**config.mk**
```make
export PLATFORM = sky130hd
export DESIGN_NAME = svfpdr_ctrl
export DESIGN_NICKNAME = d
export VERILOG_FILES = /design/src/svfpdr_pkg.sv /design/src/svfpdr_ctrl.sv
export SDC_FILE = /design/constraint.sdc
export NUM_CORES = 1
export LEC_CHECK = 0
export BUFFER_PORTS_ARGS = -buffer_cell sky130_fd_sc_hd__buf_4
export CORE_MARGIN = 4
export CORE_UTILIZATION = 40
export DETAILED_ROUTE_END_ITERATION = 10
export PLACE_DENSITY = 0.7
export SLEW_MARGIN = 20
export SYNTH_ARGS = -nofsm -noshare
export SYNTH_HDL_FRONTEND = slang
export SYNTH_SLANG_ARGS = --single-unit
```
**constraint.sdc**
```tcl
create_clock -name clk_i -period 2.9 [get_ports clk_i]
set_input_delay 0.725 -clock clk_i [delete_from_list [all_inputs] [get_ports clk_i]]
set_output_delay 0.725 -clock clk_i [all_outputs]
set_load 0.02 [all_outputs]
```
**src/svfpdr_pkg.sv**
```systemverilog
// Shared types, codes and helper functions for the state-variable filter
// with the phase-distortion ring. No dependencies.
`default_nettype none

package svfpdr_pkg;

  // Configuration register indexes.
  typedef enum logic [2:0] {
    REG_COEF_A1    = 3'd0,
    REG_COEF_A2    = 3'd1,
    REG_COEF_A3    = 3'd2,
    REG_RING_GAIN  = 3'd3,
    REG_RING_STEP  = 3'd4,
    REG_FUND_STEP  = 3'd5,
    REG_WARP       = 3'd6,
    REG_ENV_REL    = 3'd7
  } reg_idx_e;

  localparam int CfgIdxW  = 3;
  localparam int CfgDataW = 31;

  // Default values of the top-level parameters.
  localparam int          SampleWidthDef = 24;
  localparam int          SineDepthDef   = 1024;
  localparam logic [29:0] EnvAttackDef   = 30'd1051603149;

  // Fixed-point constants.
  localparam logic [30:0] OneQ30      = 31'd1073741824;
  localparam logic [16:0] OneQ16      = 17'd65536;
  localparam logic [30:0] WarpSlope   = 31'd2104533975;
  localparam int          DivSteps    = 31;
  localparam int          DivCntW     = 5;

  // Controller states: one per step of the sample schedule.
  typedef enum logic [4:0] {
    ST_IDLE, ST_F1, ST_F2, ST_V1, ST_F3, ST_F4, ST_V2, ST_IC2,
    ST_E1, ST_E2, ST_ENV, ST_WIN, ST_SCALE, ST_WARP, ST_M, ST_DSET,
    ST_DIV, ST_SIDX, ST_SRD, ST_RMUL, ST_RING, ST_GMUL, ST_OUT
  } state_e;

  // Datapath operations.
  typedef enum logic [4:0] {
    OP_NONE, OP_LOAD, OP_F1, OP_F2, OP_V1, OP_F3, OP_F4, OP_V2, OP_IC2,
    OP_E1, OP_E2, OP_ENV, OP_WIN, OP_SCALE, OP_WARP, OP_M, OP_DSET,
    OP_DIV, OP_SIDX, OP_SRD, OP_RMUL, OP_RING, OP_GMUL, OP_OUT
  } op_e;

  typedef struct packed {
    op_e op;
  } dp_cmd_t;

  typedef struct packed {
    logic                we;
    logic [CfgIdxW-1:0]  idx;
    logic [CfgDataW-1:0] data;
  } cfg_wr_t;

  // Saturate a wide signed value to signed 32 bits.
  function automatic logic signed [31:0] sat32(logic signed [39:0] v);
    logic signed [31:0] r;
    if (v > 40'sd2147483647) begin
      r = 32'sh7FFFFFFF;
    end else if (v < -40'sd2147483648) begin
      r = 32'sh80000000;
    end else begin
      r = v[31:0];
    end
    return r;
  endfunction

endpackage

`default_nettype wire

```
**src/svfpdr_ctrl.sv**
```systemverilog
// Sequencer for one sample: steps the datapath through the filter, envelope,
// phase, divider and sine schedule. Depends on svfpdr_pkg.
`default_nettype none

module svfpdr_ctrl (
  input  wire logic              clk_i,
  input  wire logic              rst_ni,
  input  wire logic              in_valid_i,
  output logic                   in_stall_o,
  output logic                   out_valid_o,
  input  wire logic              out_stall_i,
  output svfpdr_pkg::dp_cmd_t    cmd_o
);
  import svfpdr_pkg::*;

  state_e               state_q, state_d;
  logic [DivCntW-1:0]   cnt_q, cnt_d;
  logic                 out_valid_q, out_valid_d;
  logic                 out_free;
  logic                 div_last;

  assign out_free = !out_valid_q || !out_stall_i;
  assign div_last = (cnt_q == DivCntW'(DivSteps - 1));

  // Next state.
  always_comb begin
    state_d = state_q;
    case (state_q)
      ST_IDLE:  if (in_valid_i) state_d = ST_F1;
      ST_F1:    state_d = ST_F2;
      ST_F2:    state_d = ST_V1;
      ST_V1:    state_d = ST_F3;
      ST_F3:    state_d = ST_F4;
      ST_F4:    state_d = ST_V2;
      ST_V2:    state_d = ST_IC2;
      ST_IC2:   state_d = ST_E1;
      ST_E1:    state_d = ST_E2;
      ST_E2:    state_d = ST_ENV;
      ST_ENV:   state_d = ST_WIN;
      ST_WIN:   state_d = ST_SCALE;
      ST_SCALE: state_d = ST_WARP;
      ST_WARP:  state_d = ST_M;
      ST_M:     state_d = ST_DSET;
      ST_DSET:  state_d = ST_DIV;
      ST_DIV:   if (div_last) state_d = ST_SIDX;
      ST_SIDX:  state_d = ST_SRD;
      ST_SRD:   state_d = ST_RMUL;
      ST_RMUL:  state_d = ST_RING;
      ST_RING:  state_d = ST_GMUL;
      ST_GMUL:  state_d = ST_OUT;
      ST_OUT:   if (out_free) state_d = ST_IDLE;
      default:  state_d = ST_IDLE;
    endcase
  end

  // Outputs to the datapath and the handshakes.
  always_comb begin
    cmd_o.op    = OP_NONE;
    cnt_d       = cnt_q;
    out_valid_d = out_valid_q && out_stall_i;
    case (state_q)
      ST_IDLE:  if (in_valid_i) cmd_o.op = OP_LOAD;
      ST_F1:    cmd_o.op = OP_F1;
      ST_F2:    cmd_o.op = OP_F2;
      ST_V1:    cmd_o.op = OP_V1;
      ST_F3:    cmd_o.op = OP_F3;
      ST_F4:    cmd_o.op = OP_F4;
      ST_V2:    cmd_o.op = OP_V2;
      ST_IC2:   cmd_o.op = OP_IC2;
      ST_E1:    cmd_o.op = OP_E1;
      ST_E2:    cmd_o.op = OP_E2;
      ST_ENV:   cmd_o.op = OP_ENV;
      ST_WIN:   cmd_o.op = OP_WIN;
      ST_SCALE: cmd_o.op = OP_SCALE;
      ST_WARP:  cmd_o.op = OP_WARP;
      ST_M:     cmd_o.op = OP_M;
      ST_DSET: begin
        cmd_o.op = OP_DSET;
        cnt_d    = '0;
      end
      ST_DIV: begin
        cmd_o.op = OP_DIV;
        cnt_d    = cnt_q + DivCntW'(1);
      end
      ST_SIDX:  cmd_o.op = OP_SIDX;
      ST_SRD:   cmd_o.op = OP_SRD;
      ST_RMUL:  cmd_o.op = OP_RMUL;
      ST_RING:  cmd_o.op = OP_RING;
      ST_GMUL:  cmd_o.op = OP_GMUL;
      ST_OUT: begin
        if (out_free) begin
          cmd_o.op    = OP_OUT;
          out_valid_d = 1'b1;
        end
      end
      default:  cmd_o.op = OP_NONE;
    endcase
  end

  assign in_stall_o  = (state_q != ST_IDLE);
  assign out_valid_o = out_valid_q;

  always_ff @(posedge clk_i or negedge rst_ni) begin
    if (!rst_ni) begin
      state_q     <= ST_IDLE;
      cnt_q       <= '0;
      out_valid_q <= 1'b0;
    end else begin
      state_q     <= state_d;
      cnt_q       <= cnt_d;
      out_valid_q <= out_valid_d;
    end
  end

  // An accepted word starts the schedule on the next cycle.
  a_start: assert property (@(posedge clk_i) disable iff (!rst_ni)
    (in_valid_i && !in_stall_o) |=> state_q == ST_F1)
    else $error("schedule did not start after accept");

  // The divider runs exactly its step count before the sine lookup.
  a_div_len: assert property (@(posedge clk_i) disable iff (!rst_ni)
    (state_q == ST_DIV && div_last) |=> state_q == ST_SIDX)
    else $error("divider overran its step count");

  // A new result only appears from the output step.
  a_out_src: assert property (@(posedge clk_i) disable iff (!rst_ni)
    $rose(out_valid_q) |-> $past(state_q) == ST_OUT)
    else $error("result raised outside the output step");

endmodule

`default_nettype wire

```
==> flow_summary.ini <==
[outcome]
status = complete, no violations

[synth]
ys_types = 29
synth_area_sq_um = 691
yosysTopAreaCellShare_pct = 39.9
synth_edf_count = 0
synth_most_common_cell = nand2_1
synth_seq_cells = 11
synth_cells = 76
synth-async-reset-ratio_pct = 100
synth.area.top_cells = dfrtp_1 40%, nand2_1 6.5%, a21oi_1 4.3%, o21ai_0 4.3%, ha_1 3.6%
yosysWarnings = 0
synth_area_leader_cell = dfrtp_1
synthTopCellsByCount = 12 x nand2_1, 11 x dfrtp_1, 6 x a21oi_1, 6 x o21ai_0
syn_nets = 82
postSynthAreaPerCell_sq_um = 9.09
synth_ff_type = dfrtp_1
ys_seq_area_share_pct = 39.9

[sta]
max_freq_mhz = 406
fin_crit_sh_pct = 84.9
tns_ns = 0
slew_headroom_pct = 74.0
fin_ws_ns = 0.438
min_period_ns = 2.46
setup_viol = 0
tightest_slew_ns = 0.391
timing.hold.ws_ns = 0.267
finalClockSkew_ns = 0.000526
rsz0062_at_grt = false
hold_viol_final = 0
slew_viol_final = 0

[pwr]
power_density_nw_per_um2 = 1090
irDropWorstVdd_mv = 0.435
power_leakage_nw = 0.370

[floorplan]
die_y_microns = 49.6
initial_utilization_pct = 43.8
io_pins = 11
die_w_microns = 49.6
die_area_sq_um = 2460
core-area_sq_um = 1580
fp-row-count = 14

[global_routing]
grt_antenna_before_repair = 0
grt_max_degree = 12
grt_pass1_vias = 519
overflow = 0
grt.total_usage_pct = 12.7
grt_pass1_wl_microns = 2320

[drt]
wirelength_microns = 1350
via_per_inst = 5.58
first_iter_violations = 7
vias = 569
detail-route-antenna-nets = 0
drc = 0
drtPass1Iterations = 2
post_drt_wl_per_cell_microns = 13.3

[worst_setup_path]
arrival_ns = 1.74
required_ns = 2.17
cp-end-kind = output pin
reg2reg_from = state_q[4]
crit_fanout = 11
crit_start = state_q[4]
startpoint_type = flop
critPathKind = flop to output pin

[clock_tree]
clockBufferDepth = 2
path_clk_slew_ns = 0.07
h-tree-depth = 1
cts_setup_buffers = 0
cts_resized = 0
insertion_delay_ns = 0.28
cts_tree = built
cts_hold_buf = 0
root_buffer = clkbuf_4
clock-sinks = 11
cts_buffers = 3

[run]
maxCapViolations = 0

[layout]
area_growth_pct = 12.5
final_net_count = 93
diodes = 0
drive_gt1_share_pct = 24.4
fill_cells = 152

[place]
dp_slack_ns = 0.618
port_buffers = 10
gp_congestion = 0.786
dp_hpwl_microns = 978

[worst_hold_path]
hold_path_class = input port to async pin
critical path, stage by stage, from the launching register on:
cell	delay [ns]
dfrtp_1	0.53
nor2b_2	0.31
nor3b_2	0.30
a221o_1	0.19
buf_4	0.13
cells by family after synthesis:
group	after synthesis	share of synthesized area (%)
simple gates	37	30.6
compound gates	18	16.3
flops	11	39.9
buf+inv	5	5.61
xor+xnor	2	2.54
fa+ha+maj	2	3.62
mux	1	1.45
registers in the layout (all words and copies together), names as in the netlist:
name,cells
cnt_q,5
state_q,5
out_valid_o,1
metal layers:
| metal | routed length (microns) | GRT usage, % | vias to the layer above |
|---|---|---|---|
| met3 | 63 | 4.82 | 2 |
| met5 | 0 | 0 | - |
| met1 | 588 | 15.3 | 267 |
| met2 | 684 | 20.0 | 10 |
| li1 | - | - | 290 |
| met4 | 17 | 5.53 | 0 |
final timing paths:
| check | end | slack, ns | cells after the start |
|---|---|---|---|
| min | cnt_q[3] | 0.27 | 1 |
| max reg2reg | state_q[0] | 1.36 | 4 |
| min reg2reg | cnt_q[3] | 0.48 | 1 |
| max | cmd_o[0] | 0.44 | 4 |
| max in group asynchronous | state_q[2] | 2.49 | 1 |
| min in group clk_i | cnt_q[3] | 0.48 | 1 |
cell usage in the layout, fill, tap and decap left out:
cell / instances
dfrtp_1: 11
nor3b_1: 1
a21o_1: 1
ha_1: 2
nor3_4: 1
a21oi_1: 6
nand3_2: 1
xor2_1: 2
o211a_1: 1
buf_4: 10
clkbuf_4: 3
a31o_2: 2
and2_1: 3
nand3_1: 5
o21ai_0: 6
a221o_1: 1
clkbuf_1: 1
mux2i_1: 1
a22oi_1: 1
or2_2: 1
nand2b_1: 2
nand2_1: 12
inv_1: 1
and3_1: 1
or3b_4: 1
nand4_1: 2
nor3b_2: 1
nor2_1: 5
nor2b_2: 1
cell type report:
cell class	instances	area, sq um	share of cell area [%]
multi-input combinational	60	377	48.5
sequential	11	275	35.4
timing repair buffer	10	75.1	9.66
clock buffer	4	26.3	3.38
tap	16	20.0	2.58
inverter	1	3.75	0.483
per-stage QoR:
step,instances,cell area [sq um],power (mW),utilization (%)
3_3_place_gp,98,751,0.739,47.6
2_1_floorplan,76,691,0.637,-
3_5_place_dp,98,751,0.747,47.6
5_1_grt,102,777,0.926,49.3
6_report,102,777,0.851,49.3
4_1_cts,102,777,0.865,49.3
power breakdown:
group | internal [mW] | switching, mW
sequential | 0.198 | 0.107
clock | 0.0534 | 0.0557
combinational | 0.203 | 0.233
Power figures use the tool's default switching activity.
